$ cat src/rtl/core/ppbd_pkg.sv
// Shared types, constants and helper functions of the bitplane-to-mono dither block.
// No dependencies; imported by every module of the block.
package ppbd_pkg;

    // APB register map, one 64-bit register every 8 bytes
    localparam int APB_ADDR_W = 6;
    localparam int APB_DATA_W = 64;
    localparam int REG_IDX_W  = 3;

    typedef enum logic [REG_IDX_W-1:0] {
        REG_RESOLUTION = 3'd0,
        REG_PAL_0_3    = 3'd1,
        REG_PAL_4_7    = 3'd2,
        REG_PAL_8_11   = 3'd3,
        REG_PAL_12_15  = 3'd4
    } reg_idx_t;

    // Field widths
    localparam int PLANE_W   = 16;
    localparam int ROW_W     = 8;
    localparam int LUMA_W    = 4;
    localparam int COLOUR_W  = 12;
    localparam int PAL_REG_W = 48;
    localparam int OUT_ROW_W = 32;
    localparam int NUM_COLOURS = 16;
    localparam int IN_DATA_W  = 4 * PLANE_W + ROW_W;
    localparam int OUT_DATA_W = 2 * OUT_ROW_W;

    // Resolution codes
    localparam logic RES_LOW    = 1'b0;
    localparam logic RES_MEDIUM = 1'b1;

    // x*15/112 == (x*35115) >> 18 for the weighted sum x in 0..112
    localparam logic [15:0] LUMA_RECIP = 16'd35115;
    localparam int          LUMA_SHIFT = 18;

    // 4x4 Bayer matrix, row-major, index {row[1:0], col[1:0]}
    localparam logic [3:0] BAYER [16] = '{
        4'd0,  4'd8,  4'd2,  4'd10,
        4'd12, 4'd4,  4'd14, 4'd6,
        4'd3,  4'd11, 4'd1,  4'd9,
        4'd15, 4'd7,  4'd13, 4'd5
    };

    typedef logic [NUM_COLOURS-1:0][LUMA_W-1:0] luma_tab_t;

    // Configuration seen by the datapath
    typedef struct packed {
        logic      resolution;
        luma_tab_t luma_tab;
    } cfg_t;

    // Luminance 0..15 of one 3:3:3 palette colour
    function automatic logic [LUMA_W-1:0] colour_luma(input logic [COLOUR_W-1:0] c);
        logic [6:0]  wsum;
        logic [22:0] prod;
        wsum = 7'd5 * {4'd0, c[10:8]} + 7'd9 * {4'd0, c[6:4]} + 7'd2 * {4'd0, c[2:0]};
        prod = {16'd0, wsum} * {7'd0, LUMA_RECIP};
        return prod[LUMA_SHIFT +: LUMA_W];
    endfunction

    // Black when luma*32 < (2*bayer+1)*15
    function automatic logic is_black(input logic [LUMA_W-1:0] luma,
                                      input logic [1:0] row, input logic [1:0] col);
        logic [4:0] odd;
        logic [8:0] thresh;
        odd    = {BAYER[{row, col}], 1'b1};
        thresh = 9'd15 * {4'd0, odd};
        return {luma, 5'd0} < thresh;
    endfunction

endpackage

$ cat src/rtl/core/ppbd_cfg.sv
// APB register bank: resolution and the four palette registers, plus the
// per-colour luma table derived from the palette. Depends on ppbd_pkg.
module ppbd_cfg (
    input  logic                           aclk,
    input  logic                           aresetn,
    input  logic                           psel,
    input  logic                           penable,
    input  logic                           pwrite,
    input  logic [ppbd_pkg::APB_ADDR_W-1:0] paddr,
    input  logic [ppbd_pkg::APB_DATA_W-1:0] pwdata,
    output logic [ppbd_pkg::APB_DATA_W-1:0] prdata,
    output logic                           pready,
    output ppbd_pkg::cfg_t                 cfg
);
    import ppbd_pkg::*;

    logic                 resolution_reg;
    logic [PAL_REG_W-1:0] pal_reg [4];
    luma_tab_t            luma_tab_reg;
    luma_tab_t            luma_tab_next;
    reg_idx_t             idx;
    logic                 wr_en;

    assign pready = 1'b1;
    assign idx    = reg_idx_t'(paddr[APB_ADDR_W-1 -: REG_IDX_W]);
    assign wr_en  = psel && penable && pwrite && pready;

    // register writes
    always_ff @(posedge aclk) begin
        if (!aresetn) begin
            resolution_reg <= RES_LOW;
            pal_reg[0]     <= '0;
            pal_reg[1]     <= '0;
            pal_reg[2]     <= '0;
            pal_reg[3]     <= '0;
        end else if (wr_en) begin
            unique case (idx)
                REG_RESOLUTION: resolution_reg <= pwdata[0];
                REG_PAL_0_3:    pal_reg[0] <= pwdata[PAL_REG_W-1:0];
                REG_PAL_4_7:    pal_reg[1] <= pwdata[PAL_REG_W-1:0];
                REG_PAL_8_11:   pal_reg[2] <= pwdata[PAL_REG_W-1:0];
                REG_PAL_12_15:  pal_reg[3] <= pwdata[PAL_REG_W-1:0];
                default: ;
            endcase
        end
    end

    // read-back mux
    always_comb begin
        prdata = '0;
        unique case (idx)
            REG_RESOLUTION: prdata = {{(APB_DATA_W-1){1'b0}}, resolution_reg};
            REG_PAL_0_3:    prdata = {{(APB_DATA_W-PAL_REG_W){1'b0}}, pal_reg[0]};
            REG_PAL_4_7:    prdata = {{(APB_DATA_W-PAL_REG_W){1'b0}}, pal_reg[1]};
            REG_PAL_8_11:   prdata = {{(APB_DATA_W-PAL_REG_W){1'b0}}, pal_reg[2]};
            REG_PAL_12_15:  prdata = {{(APB_DATA_W-PAL_REG_W){1'b0}}, pal_reg[3]};
            default:        prdata = '0;
        endcase
    end

    // one luma unit per colour, result registered
    always_comb begin
        for (int c = 0; c < NUM_COLOURS; c++) begin
            luma_tab_next[c] = colour_luma(pal_reg[c / 4][(c % 4) * COLOUR_W +: COLOUR_W]);
        end
    end

    always_ff @(posedge aclk) begin
        if (!aresetn) begin
            luma_tab_reg <= '0;
        end else begin
            luma_tab_reg <= luma_tab_next;
        end
    end

    assign cfg.resolution = resolution_reg;
    assign cfg.luma_tab   = luma_tab_reg;

endmodule

$ cat src/rtl/core/ppbd_dither.sv
// Combinational dither of one 16-pixel group: index gather, luma lookup and
// Bayer threshold compare for both output rows. Depends on ppbd_pkg.
module ppbd_dither (
    input  logic [ppbd_pkg::PLANE_W-1:0]   plane0,
    input  logic [ppbd_pkg::PLANE_W-1:0]   plane1,
    input  logic [ppbd_pkg::PLANE_W-1:0]   plane2,
    input  logic [ppbd_pkg::PLANE_W-1:0]   plane3,
    input  logic                           row_lsb,
    input  ppbd_pkg::cfg_t                 cfg,
    output logic [ppbd_pkg::OUT_ROW_W-1:0] upper_bits,
    output logic [ppbd_pkg::OUT_ROW_W-1:0] lower_bits
);
    import ppbd_pkg::*;

    logic [3:0]        pix_idx [PLANE_W];
    logic [LUMA_W-1:0] pix_luma [PLANE_W];
    logic [1:0]        row_up;
    logic [1:0]        row_lo;

    assign row_up = {row_lsb, 1'b0};
    assign row_lo = {row_lsb, 1'b1};

    // colour index and luma of each source pixel, leftmost pixel first
    always_comb begin
        for (int p = 0; p < PLANE_W; p++) begin
            pix_idx[p] = {plane3[PLANE_W-1-p], plane2[PLANE_W-1-p],
                          plane1[PLANE_W-1-p], plane0[PLANE_W-1-p]};
            if (cfg.resolution == RES_MEDIUM) begin
                pix_idx[p][3:2] = 2'b00;
            end
            pix_luma[p] = cfg.luma_tab[pix_idx[p]];
        end
    end

    // threshold compare per output column
    always_comb begin
        upper_bits = '0;
        lower_bits = '0;
        if (cfg.resolution == RES_LOW) begin
            // each source pixel covers two output columns
            for (int x = 0; x < OUT_ROW_W; x++) begin
                upper_bits[OUT_ROW_W-1-x] = is_black(pix_luma[x / 2], row_up, 2'(x));
                lower_bits[OUT_ROW_W-1-x] = is_black(pix_luma[x / 2], row_lo, 2'(x));
            end
        end else begin
            for (int x = 0; x < PLANE_W; x++) begin
                upper_bits[PLANE_W-1-x] = is_black(pix_luma[x], row_up, 2'(x));
                lower_bits[PLANE_W-1-x] = is_black(pix_luma[x], row_lo, 2'(x));
            end
        end
    end

endmodule

$ cat src/rtl/core/ppbd_pipe.sv
// Two-register stream pipeline: input word register, dither logic, result
// register, with per-stage valid and stall. Depends on ppbd_pkg, ppbd_dither.
module ppbd_pipe (
    input  logic                            aclk,
    input  logic                            aresetn,
    input  logic                            s_tvalid,
    output logic                            s_tready,
    input  logic [ppbd_pkg::IN_DATA_W-1:0]  s_tdata,
    output logic                            m_tvalid,
    input  logic                            m_tready,
    output logic [ppbd_pkg::OUT_DATA_W-1:0] m_tdata,
    input  ppbd_pkg::cfg_t                  cfg
);
    import ppbd_pkg::*;

    logic                  in_vld_reg;
    logic                  in_vld_next;
    logic [IN_DATA_W-1:0]  in_word_reg;
    logic                  out_vld_reg;
    logic                  out_vld_next;
    logic [OUT_DATA_W-1:0] out_word_reg;
    logic                  s_accept;
    logic                  advance;
    logic [OUT_ROW_W-1:0]  upper_bits;
    logic [OUT_ROW_W-1:0]  lower_bits;

    // stage handshake
    assign advance  = in_vld_reg && (!out_vld_reg || m_tready);
    assign s_tready = !in_vld_reg || advance;
    assign s_accept = s_tvalid && s_tready;

    always_comb begin
        in_vld_next  = s_accept ? 1'b1 : (advance ? 1'b0 : in_vld_reg);
        out_vld_next = advance ? 1'b1 : (m_tready ? 1'b0 : out_vld_reg);
    end

    always_ff @(posedge aclk) begin
        if (!aresetn) begin
            in_vld_reg  <= 1'b0;
            out_vld_reg <= 1'b0;
        end else begin
            in_vld_reg  <= in_vld_next;
            out_vld_reg <= out_vld_next;
        end
    end

    // payload registers
    always_ff @(posedge aclk) begin
        if (s_accept) begin
            in_word_reg <= s_tdata;
        end
        if (advance) begin
            out_word_reg <= {lower_bits, upper_bits};
        end
    end

    ppbd_dither u_dither (
        .plane0     (in_word_reg[0*PLANE_W +: PLANE_W]),
        .plane1     (in_word_reg[1*PLANE_W +: PLANE_W]),
        .plane2     (in_word_reg[2*PLANE_W +: PLANE_W]),
        .plane3     (in_word_reg[3*PLANE_W +: PLANE_W]),
        .row_lsb    (in_word_reg[4*PLANE_W]),
        .cfg        (cfg),
        .upper_bits (upper_bits),
        .lower_bits (lower_bits)
    );

    assign m_tvalid = out_vld_reg;
    assign m_tdata  = out_word_reg;

endmodule

$ cat src/rtl/core/planar_palette_bayer_dither_to_mono.sv
// Top level of the bitplane-to-mono Bayer dither block.
// Depends on ppbd_pkg, ppbd_cfg and ppbd_pipe.
//
// Takes one 16-pixel bitplane group per word and returns one word holding the
// two dithered monochrome output rows. A word is accepted every clock cycle
// while m_tready drains the result register; a word goes through the input
// register, then the result register, to m_tdata, and the input register
// takes one more word while a finished word waits. The per-colour luma table
// is recomputed from the palette registers into a register, so a palette
// write takes effect for words accepted from the cycle after the write.
module planar_palette_bayer_dither_to_mono (
    input  logic                            aclk,
    input  logic                            aresetn,
    // APB configuration port
    input  logic                            psel,
    input  logic                            penable,
    input  logic                            pwrite,
    input  logic [ppbd_pkg::APB_ADDR_W-1:0] paddr,
    input  logic [ppbd_pkg::APB_DATA_W-1:0] pwdata,
    output logic [ppbd_pkg::APB_DATA_W-1:0] prdata,
    output logic                            pready,
    // input stream
    input  logic                            s_tvalid,
    output logic                            s_tready,
    // low to high: plane_zero_word[15:0], plane_one_word[31:16],
    // plane_two_word[47:32], plane_three_word[63:48], source_row[71:64]
    input  logic [ppbd_pkg::IN_DATA_W-1:0]  s_tdata,
    // result stream
    output logic                            m_tvalid,
    input  logic                            m_tready,
    // low to high: upper_row_bits[31:0], lower_row_bits[63:32]
    output logic [ppbd_pkg::OUT_DATA_W-1:0] m_tdata
);
    import ppbd_pkg::*;

    cfg_t cfg;

    ppbd_cfg u_cfg (
        .aclk    (aclk),
        .aresetn (aresetn),
        .psel    (psel),
        .penable (penable),
        .pwrite  (pwrite),
        .paddr   (paddr),
        .pwdata  (pwdata),
        .prdata  (prdata),
        .pready  (pready),
        .cfg     (cfg)
    );

    ppbd_pipe u_pipe (
        .aclk     (aclk),
        .aresetn  (aresetn),
        .s_tvalid (s_tvalid),
        .s_tready (s_tready),
        .s_tdata  (s_tdata),
        .m_tvalid (m_tvalid),
        .m_tready (m_tready),
        .m_tdata  (m_tdata),
        .cfg      (cfg)
    );

endmodule

$ cat config.mk
export PLATFORM = sky130hd
export DESIGN_NAME = planar_palette_bayer_dither_to_mono
export DESIGN_NICKNAME = d
export VERILOG_FILES = /design/src/rtl/core/ppbd_pkg.sv /design/src/rtl/core/ppbd_cfg.sv /design/src/rtl/core/ppbd_dither.sv /design/src/rtl/core/ppbd_pipe.sv /design/src/rtl/core/planar_palette_bayer_dither_to_mono.sv
export SDC_FILE = /design/constraint.sdc
export NUM_CORES = 2
export LEC_CHECK = 0
export ABC_AREA = 0
export BUFFER_PORTS_ARGS = -buffer_cell sky130_fd_sc_hd__buf_2
export CAP_MARGIN = 10
export CORE_MARGIN = 5
export CORE_UTILIZATION = 46
export DETAILED_ROUTE_END_ITERATION = 8
export SYNTH_ARGS = -nofsm -noshare
export SYNTH_HDL_FRONTEND = slang
export SYNTH_SLANG_ARGS = --single-unit
$ cat constraint.sdc
create_clock -name aclk -period 7.9 [get_ports aclk]
set_input_delay 0.395 -clock aclk [delete_from_list [all_inputs] [get_ports aclk]]
set_output_delay 0.395 -clock aclk [all_outputs]
set_load 0.01 [all_outputs]
## Yosys cells after proc, flatten, opt, wreduce, memory -nomap -nowiden

Memory sizes are Yosys's and may differ from the RTL's.
Cells that the tools add are included.

- Word-level logic and storage cells: 343
- Output and inout bits: 131
- Memory bits (writable): 192
- ROM bits: 512
- Input port bits: 149
- Flip-flop bits (word level): 196
- Latch bits: 0
- Memories kept: 9

- Reduce and logical (&&, ||, !) cells: 12
- Add/sub/neg operators: 32
- Divide/modulo/power cells: 0
- Eq/ne operators: 4
- Mux-type cells: 92
- Bitwise logic cells: 12
- $lt $le $gt $ge: 104
- Multipliers: 56
- Shift-type cells: 0

Memory list:

| name | words | width | rd ports | clocked after memory_dff | wr ports | RTL line | RTL |
|---|---|---|---|---|---|---|---|
| u_cfg.pal_reg | 4 | 48 | 4 | 0 | 4 | ppbd_cfg.sv:18 | `logic [PAL_REG_W-1:0] pal_reg [4];` |
| (no name shown) | 16 | 4 | 1 | 0 | 0 | ppbd_pkg.sv:67 | `odd = {BAYER[{row, col}], 1'b1};` |
| (no name shown) | 16 | 4 | 1 | 0 | 0 | ppbd_pkg.sv:67 |  |
| (no name shown) | 16 | 4 | 1 | 0 | 0 | ppbd_pkg.sv:67 |  |
| (no name shown) | 16 | 4 | 1 | 0 | 0 | ppbd_pkg.sv:67 |  |
| (no name shown) | 16 | 4 | 1 | 0 | 0 | ppbd_pkg.sv:67 |  |
| +3 memories | - | - | - | - | - | - |  |

Operators with widths:

| cell | number |
|---|---|
| 9-bit less-than comparator | 80 |
| 7-bit by 16-bit multiplier with 22-bit output, second input constant | 16 |
| 4-bit binary-select mux with 4-bit select | 16 |
| 48-bit one-hot mux with 5 select lines | 1 |
| 48-bit 2-to-1 mux | 4 |
| 4-bit 2-to-1 mux | 32 |
| 6-bit by 7-bit adder with 7-bit output | 16 |
| 7-bit by 4-bit adder with 7-bit output | 16 |
| 4-bit by 3-bit multiplier with 7-bit output, first input constant | 16 |
| 3-bit by 3-bit multiplier with 6-bit output, first input constant | 16 |
| 4-bit by 5-bit less-than comparator with 1-bit output, second input constant | 16 |
| 4-bit by 5-bit multiplier with 9-bit output, first input constant | 8 |
| 5-bit >= comparator, second input constant | 8 |
| 4-bit NOT with 5-bit output | 8 |
| 16-bit 2-to-1 mux | 2 |
| 2-bit 2-to-1 mux | 16 |
| 1-bit 2-to-1 mux | 21 |
| 3-bit by 2-bit == test with 1-bit output, second input constant | 2 |
| 1-bit logical AND | 4 |
| 1-bit OR | 4 |
| 2-bit nonzero test | 2 |
| 3-bit by 1-bit == test with 1-bit output, second input constant | 1 |
| 3-bit == test, second input constant | 1 |
| 3-bit zero test | 1 |
| 3 further kinds | 5 |

## Logic depth before layout (Yosys ltp)

- Depth in word-level cells: 7
- Gate-level depth with buffers: 30
- Gate-level depth less buffers: 30

## Modules after synthesis

A second synthesis with hierarchy kept.

- Cell total of the unflattened synthesis: 4804
- Area total of the unflattened synthesis: 51643.3 um^2

By module, submodules not included:

| module | times used | cells each | sequential area each (um^2) | area an instance (um^2) |
|---|---|---|---|---|
| ppbd_cfg | 1 | 3666 | 7066.8 | 36862.9 |
| ppbd_dither | 1 | 1000 | 0.0 | 10802.9 |
| ppbd_pipe | 1 | 138 | 3913.8 | 3977.6 |

## Worst setup path after synthesis

Ideal clock, no wire load.

- Path kind: register -> register
- From: memory u_cfg.pal_reg[0][32]
- To: register u_cfg.luma_tab_reg (netlist bit u_cfg.cfg[10])
- Setup slack: 1311 ps
- Required time: 7772 ps
- Stages on the path, launching flop included: 25
- Setup time: 128 ps
- Data arrival time: 6461 ps
- Path buffers: 0
- Clock period less this slack: 6589 ps
- Path through: edfxtp_1 > ha_1 > ha_1 > inv_1 > fa_1 > fa_1 > inv_1 > fa_1 > a21o_1 > a21oi_1 > xor2_1 > ha_1 > inv_1 > fa_1 > inv_1 > fa_1 > ha_1 > ha_1 > or4_1 > a211oi_1 > nor4b_1 > o311a_1 > a21oi_1 > xnor2_1 > nor2_1

RTL lines:

| element | RTL line | RTL |
|---|---|---|
| start, declared | ppbd_cfg.sv:18 |  |
| end signal, assigned | ppbd_cfg.sv:72 | `luma_tab_reg <= luma_tab_next;` |
| end, declared | ppbd_cfg.sv:19 | `luma_tab_t luma_tab_reg;` |

==> results_tabular.tex <==
\begin{tabular}{lr}
\hline
Metric & Value \\
\hline
\multicolumn{2}{l}{\textbf{Timing}} \\
\quad Final worst path period share & 0.902 \\
\quad Count of endpoints failing hold in the final timing report & 0 \\
\quad Max-slew headroom at the worst pin & 0.232 \\
\quad Post-layout minimum cycle time & 7.13 ns \\
\quad Highest clock rate & 0.140 GHz \\
\quad Worst hold margin & 0.0750 ns \\
\quad Worst setup margin & 0.773 ns \\
\quad Setup repair after global routing missed its margin & false \\
\quad Post-route setup TNS & 0 ns \\
\quad Max-slew violations & 0 \\
\quad Transition at the pin with the smallest max-transition slack & 1.15 ns \\
\quad Final number of setup-violating endpoints & 0 \\
\quad Setup skew after layout & 0.0254 ns \\
\multicolumn{2}{l}{\textbf{Critical path}} \\
\quad Terminus of the critical flop-to-flop path & u\_cfg.cfg[58] \\
\quad Critical Path Fanout Max & 8 \\
\quad Reg2Reg Launch Point & u\_cfg.pal\_reg[3][32] \\
\quad Crit path launch type & flip-flop \\
\quad R2R setup slack & 0.77 ns \\
\quad CP cell instances & ha\_1 -> ha\_1 -> inv\_1 -> fa\_1 -> fa\_1 -> inv\_1 -> ha\_1 -> a21o\_1 -> a21oi\_1 -> xnor2\_1 -> ha\_1 -> ha\_1 -> inv\_1 -> fa\_1 -> fa\_1 -> inv\_1 -> ha\_1 -> nand4\_1 -> o21a\_1 -> o211a\_1 -> nor3\_1 -> o211ai\_1 -> a22o\_1 -> a21oi\_1 \\
\quad Data required time at the worst endpoint & 8.34 ns \\
\quad CP Class & flip-flop to flip-flop \\
\quad Cell seen most often among critical-path stages & sky130\_fd\_sc\_hd\_\_ha\_1 \\
\quad Worst path max stage delay & 0.62 ns \\
\quad Category of the worst setup path capture point & flip-flop \\
\quad Critical path's slowest cell & sky130\_fd\_sc\_hd\_\_xnor2\_1 \\
\quad Arrival time worst endpoint & 7.57 ns \\
\quad Depth of the worst register-to-register path & 24 \\
\multicolumn{2}{l}{\textbf{Global routing}} \\
\quad Total routing resource utilization after global routing & 0.231 \\
\quad Total overflow reported by the global router & 0 \\
\quad Maximum number of pins on one net before global-route repair & 77 \\
\quad Global-route wire length before repair & 213000 um \\
\quad Vias in the first global route & 37769 \\
\quad Number of antenna violations at the first check in global routing & 8 \\
\multicolumn{2}{l}{\textbf{Clock tree}} \\
\quad Clock tree from TritonCTS & yes \\
\quad Maximum buffer depth of the clock tree & 3 \\
\quad Total number of clock tree sinks & 388 \\
\quad Clk pin slew, worst setup/hold paths & 0.06 ns \\
\quad CTS Root Buffer Type & sky130\_fd\_sc\_hd\_\_clkbuf\_16 \\
\quad \# resized after CTS & 0 \\
\quad Hold\_buf cts & 58 \\
\quad Clock Latency Late Sink & 0.63 ns \\
\quad Post-CTS setup buffer count & 0 \\
\quad Clock H-tree levels & 2 \\
\quad Cts bufs inserted & 47 \\
\multicolumn{2}{l}{\textbf{Finish}} \\
\quad Share of post-route cells with drive strength above 1 & 0.134 \\
\quad Final \#Nets & 6502 \\
\quad Total area of multi-input combinational cells & 0.0367 mm\^{}2 \\
\quad Area taken by flip-flops and latches & 0.0110 mm\^{}2 \\
\quad Synth-to-Final Area Change & 8.75\% \\
\quad Flip-flop count of the largest register, all copies and words added & 192 \\
\quad Filler cell count & 10070 \\
\multicolumn{2}{l}{\textbf{Floorplanning}} \\
\quad Width of the die & 344 um \\
\quad Number of rows in the core area & 122 \\
\quad Core area & 0.111 mm\^{}2 \\
\quad Area of the die & 0.118 mm\^{}2 \\
\quad Initial standard-cell utilization of the core & 0.464 \\
\quad I/O pin total & 280 \\
\quad Height of the die & 344 um \\
\multicolumn{2}{l}{\textbf{Worst hold path}} \\
\quad Min-Delay Path Class & input pin to flip-flop \\
\quad Worst hold path startpoint & pwdata[27] \\
\quad Cell depth of the worst min-delay path & 2 \\
\quad Sink of the worst hold path & u\_cfg.pal\_reg[1][27] \\
\multicolumn{2}{l}{\textbf{Route}} \\
\quad Initial DRC Count & 3016 \\
\quad Final antenna-violating net count & 0 \\
\quad WL per Instance & 21.1 um \\
\quad Pre-antenna DRT Iters & 5 \\
\quad Via count & 37141 \\
\quad DR DRC count & 0 \\
\quad Final Routed Wirelength & 136000 um \\
\quad Via density & 5.74 \\
\multicolumn{2}{l}{\textbf{Status}} \\
\quad Outcome & finished clean \\
\multicolumn{2}{l}{\textbf{Logic synthesis}} \\
\quad Share of async-settable or async-resettable flops after synthesis & 0 \\
\quad Synthesis Warnings & 0 \\
\quad Netlist area before placement & 0.0514 mm\^{}2 \\
\quad Cells after Synth & 4782 \\
\quad Number of register bits inferred by synthesis & 388 \\
\quad Top FF cell, synth & sky130\_fd\_sc\_hd\_\_edfxtp\_1 \\
\quad Top-area cell type share of the netlist area & 0.290 \\
\quad Synth area leaders & sky130\_fd\_sc\_hd\_\_ha\_1, sky130\_fd\_sc\_hd\_\_edfxtp\_1, sky130\_fd\_sc\_hd\_\_mux4\_2 \\
\quad Count of different cell masters after synthesis & 84 \\
\quad Number of flops mapped to enable cells by yosys & 321 \\
\quad Cell type contributing the most total cell area after synthesis & sky130\_fd\_sc\_hd\_\_ha\_1 \\
\quad Per-instance average area after synthesis & 10.7 um\^{}2 \\
\quad Register area share after synthesis & 0.214 \\
\multicolumn{2}{l}{\textbf{Placed design}} \\
\quad Worst slack, placed & 0.740 ns \\
\quad Placer congestion estimate & 0.870 \\
\quad Number of buffers added on ports & 236 \\
\quad Detail Placement HPWL & 105000 um \\
\multicolumn{2}{l}{\textbf{Job}} \\
\quad Max Cap Viol & 0 \\
\hline
\end{tabular}
-- synthesized netlist by cell type (11+ instances only) --
library cell                  n
sky130_fd_sc_hd__inv_1      747
sky130_fd_sc_hd__o21a_1      29
sky130_fd_sc_hd__buf_4       24
sky130_fd_sc_hd__a211oi_1    64
sky130_fd_sc_hd__xor2_1      49
sky130_fd_sc_hd__mux2i_1     89
sky130_fd_sc_hd__a22oi_1     89
sky130_fd_sc_hd__nand3_1     42
sky130_fd_sc_hd__a31o_2      18
sky130_fd_sc_hd__nor4_1      12
sky130_fd_sc_hd__mux4_2     264
sky130_fd_sc_hd__and3_1      33
sky130_fd_sc_hd__a21o_1      88
sky130_fd_sc_hd__o211ai_1    21
sky130_fd_sc_hd__nand2b_1    48
sky130_fd_sc_hd__nor3_1      25
sky130_fd_sc_hd__a211o_1     11
sky130_fd_sc_hd__nor2b_1     61
sky130_fd_sc_hd__or3_1       11
sky130_fd_sc_hd__o21ai_0     92
sky130_fd_sc_hd__buf_2       34
sky130_fd_sc_hd__nand2_1    160
sky130_fd_sc_hd__and2_1     215
sky130_fd_sc_hd__a31oi_1     33
sky130_fd_sc_hd__nand4_1     22
sky130_fd_sc_hd__nor2_1     109
sky130_fd_sc_hd__buf_1       11
sky130_fd_sc_hd__a21oi_1    169
sky130_fd_sc_hd__dfxtp_1     67
sky130_fd_sc_hd__fa_1       220
sky130_fd_sc_hd__edfxtp_1   321
sky130_fd_sc_hd__clkbuf_1   160
sky130_fd_sc_hd__xnor2_1     57
sky130_fd_sc_hd__ha_1      1191
-- cells by family (layout without fill, tap and decap cells) --
family	count (synthesis)	count (layout)	share of synthesized area
adders and majority gates	1414	1414	0.376
xor gates and xnor gates	106	106	0.0181
DFF	388	388	0.214
and+or+nand+nor	796	796	0.0840
AOI/OAI and AO/OA	731	731	0.0964
buffers and inverters	985	1167	0.0757
other	2	18	0.000146
muxes	360	360	0.135
-- layout make-up --
class | count | share of cell area
Tap cell | 1488 | 0.0333
Clock inverter | 28 | 0.00414
Multi-Input combinational cell | 3424 | 0.656
Antenna cell | 1 | 0.0000448
Inverter | 747 | 0.0502
Timing Repair Buffer | 334 | 0.0369
Sequential cell | 388 | 0.197
Clock buffer | 58 | 0.0227
-- metal layers --
layer  wire (um)  vias up  GRT usage  share of wire
met3       12700      207     0.0583          0.093
met2       60300     1380      0.369           0.44
met5          99        -    0.00613        0.00073
li1            -    17598          -              -
met1       59400    17954      0.313           0.44
met4        3900        2     0.0619          0.029
-- worst max-delay path: cells and delay by family, from the launching register on --
kind                       cells  cell delay [ns]
adders and majority gates     10             3.64
AOI/OAI and AO/OA              7             1.54
and+or+nand+nor                2             0.45
DFF                            1             0.46
buffers and inverters          4             0.23
xor gates and xnor gates       1             0.62
-- through the flow --
step | util | cells | cell area, um^2
finish | 0.504 | 6468 | 55900
global route | 0.504 | 6468 | 55900
CTS | 0.504 | 6467 | 55900
detailed placement | 0.485 | 6323 | 53800
global placement | 0.485 | 6323 | 53800
floorplan | - | 4797 | 51400
-- how the worst max path moves through the flow --
| stage | startpoint | endpoint | slack [ns] | cells past startpoint |
|---|---|---|---|---|
| 3_5_place_dp | u_cfg.pal_reg[3][32] | u_cfg.cfg[58] | 0.74 | 24 |
| 3_3_place_gp | u_cfg.pal_reg[0][32] | u_cfg.cfg[8] | 0.78 | 26 |
| 4_1_cts | u_cfg.pal_reg[3][32] | u_cfg.cfg[58] | 0.72 | 24 |
| 5_1_grt | u_cfg.pal_reg[1][20] | u_cfg.cfg[22] | 0.31 | 25 |
| 6_report | u_cfg.pal_reg[3][32] | u_cfg.cfg[58] | 0.77 | 24 |
| 2_1_floorplan | u_cfg.pal_reg[0][32] | u_cfg.cfg[10] | 1.31 | 24 |
-- placed cells by master, fill, tap and decap left out, types with 88 or more instances in the layout --
master / instances
sky130_fd_sc_hd__inv_1: 745
sky130_fd_sc_hd__fa_1: 220
sky130_fd_sc_hd__edfxtp_1: 321
sky130_fd_sc_hd__mux2i_1: 89
sky130_fd_sc_hd__mux4_2: 264
sky130_fd_sc_hd__ha_1: 1191
sky130_fd_sc_hd__nor2_1: 105
sky130_fd_sc_hd__and2_1: 212
sky130_fd_sc_hd__buf_2: 236
sky130_fd_sc_hd__nand2_1: 160
sky130_fd_sc_hd__a22oi_1: 89
sky130_fd_sc_hd__a21oi_1: 169
sky130_fd_sc_hd__a21o_1: 88
sky130_fd_sc_hd__o21ai_0: 88
Power is left out: the tool's default activity adds up to more than one toggle a clock period on the data nets, which glitch-free logic cannot reach.
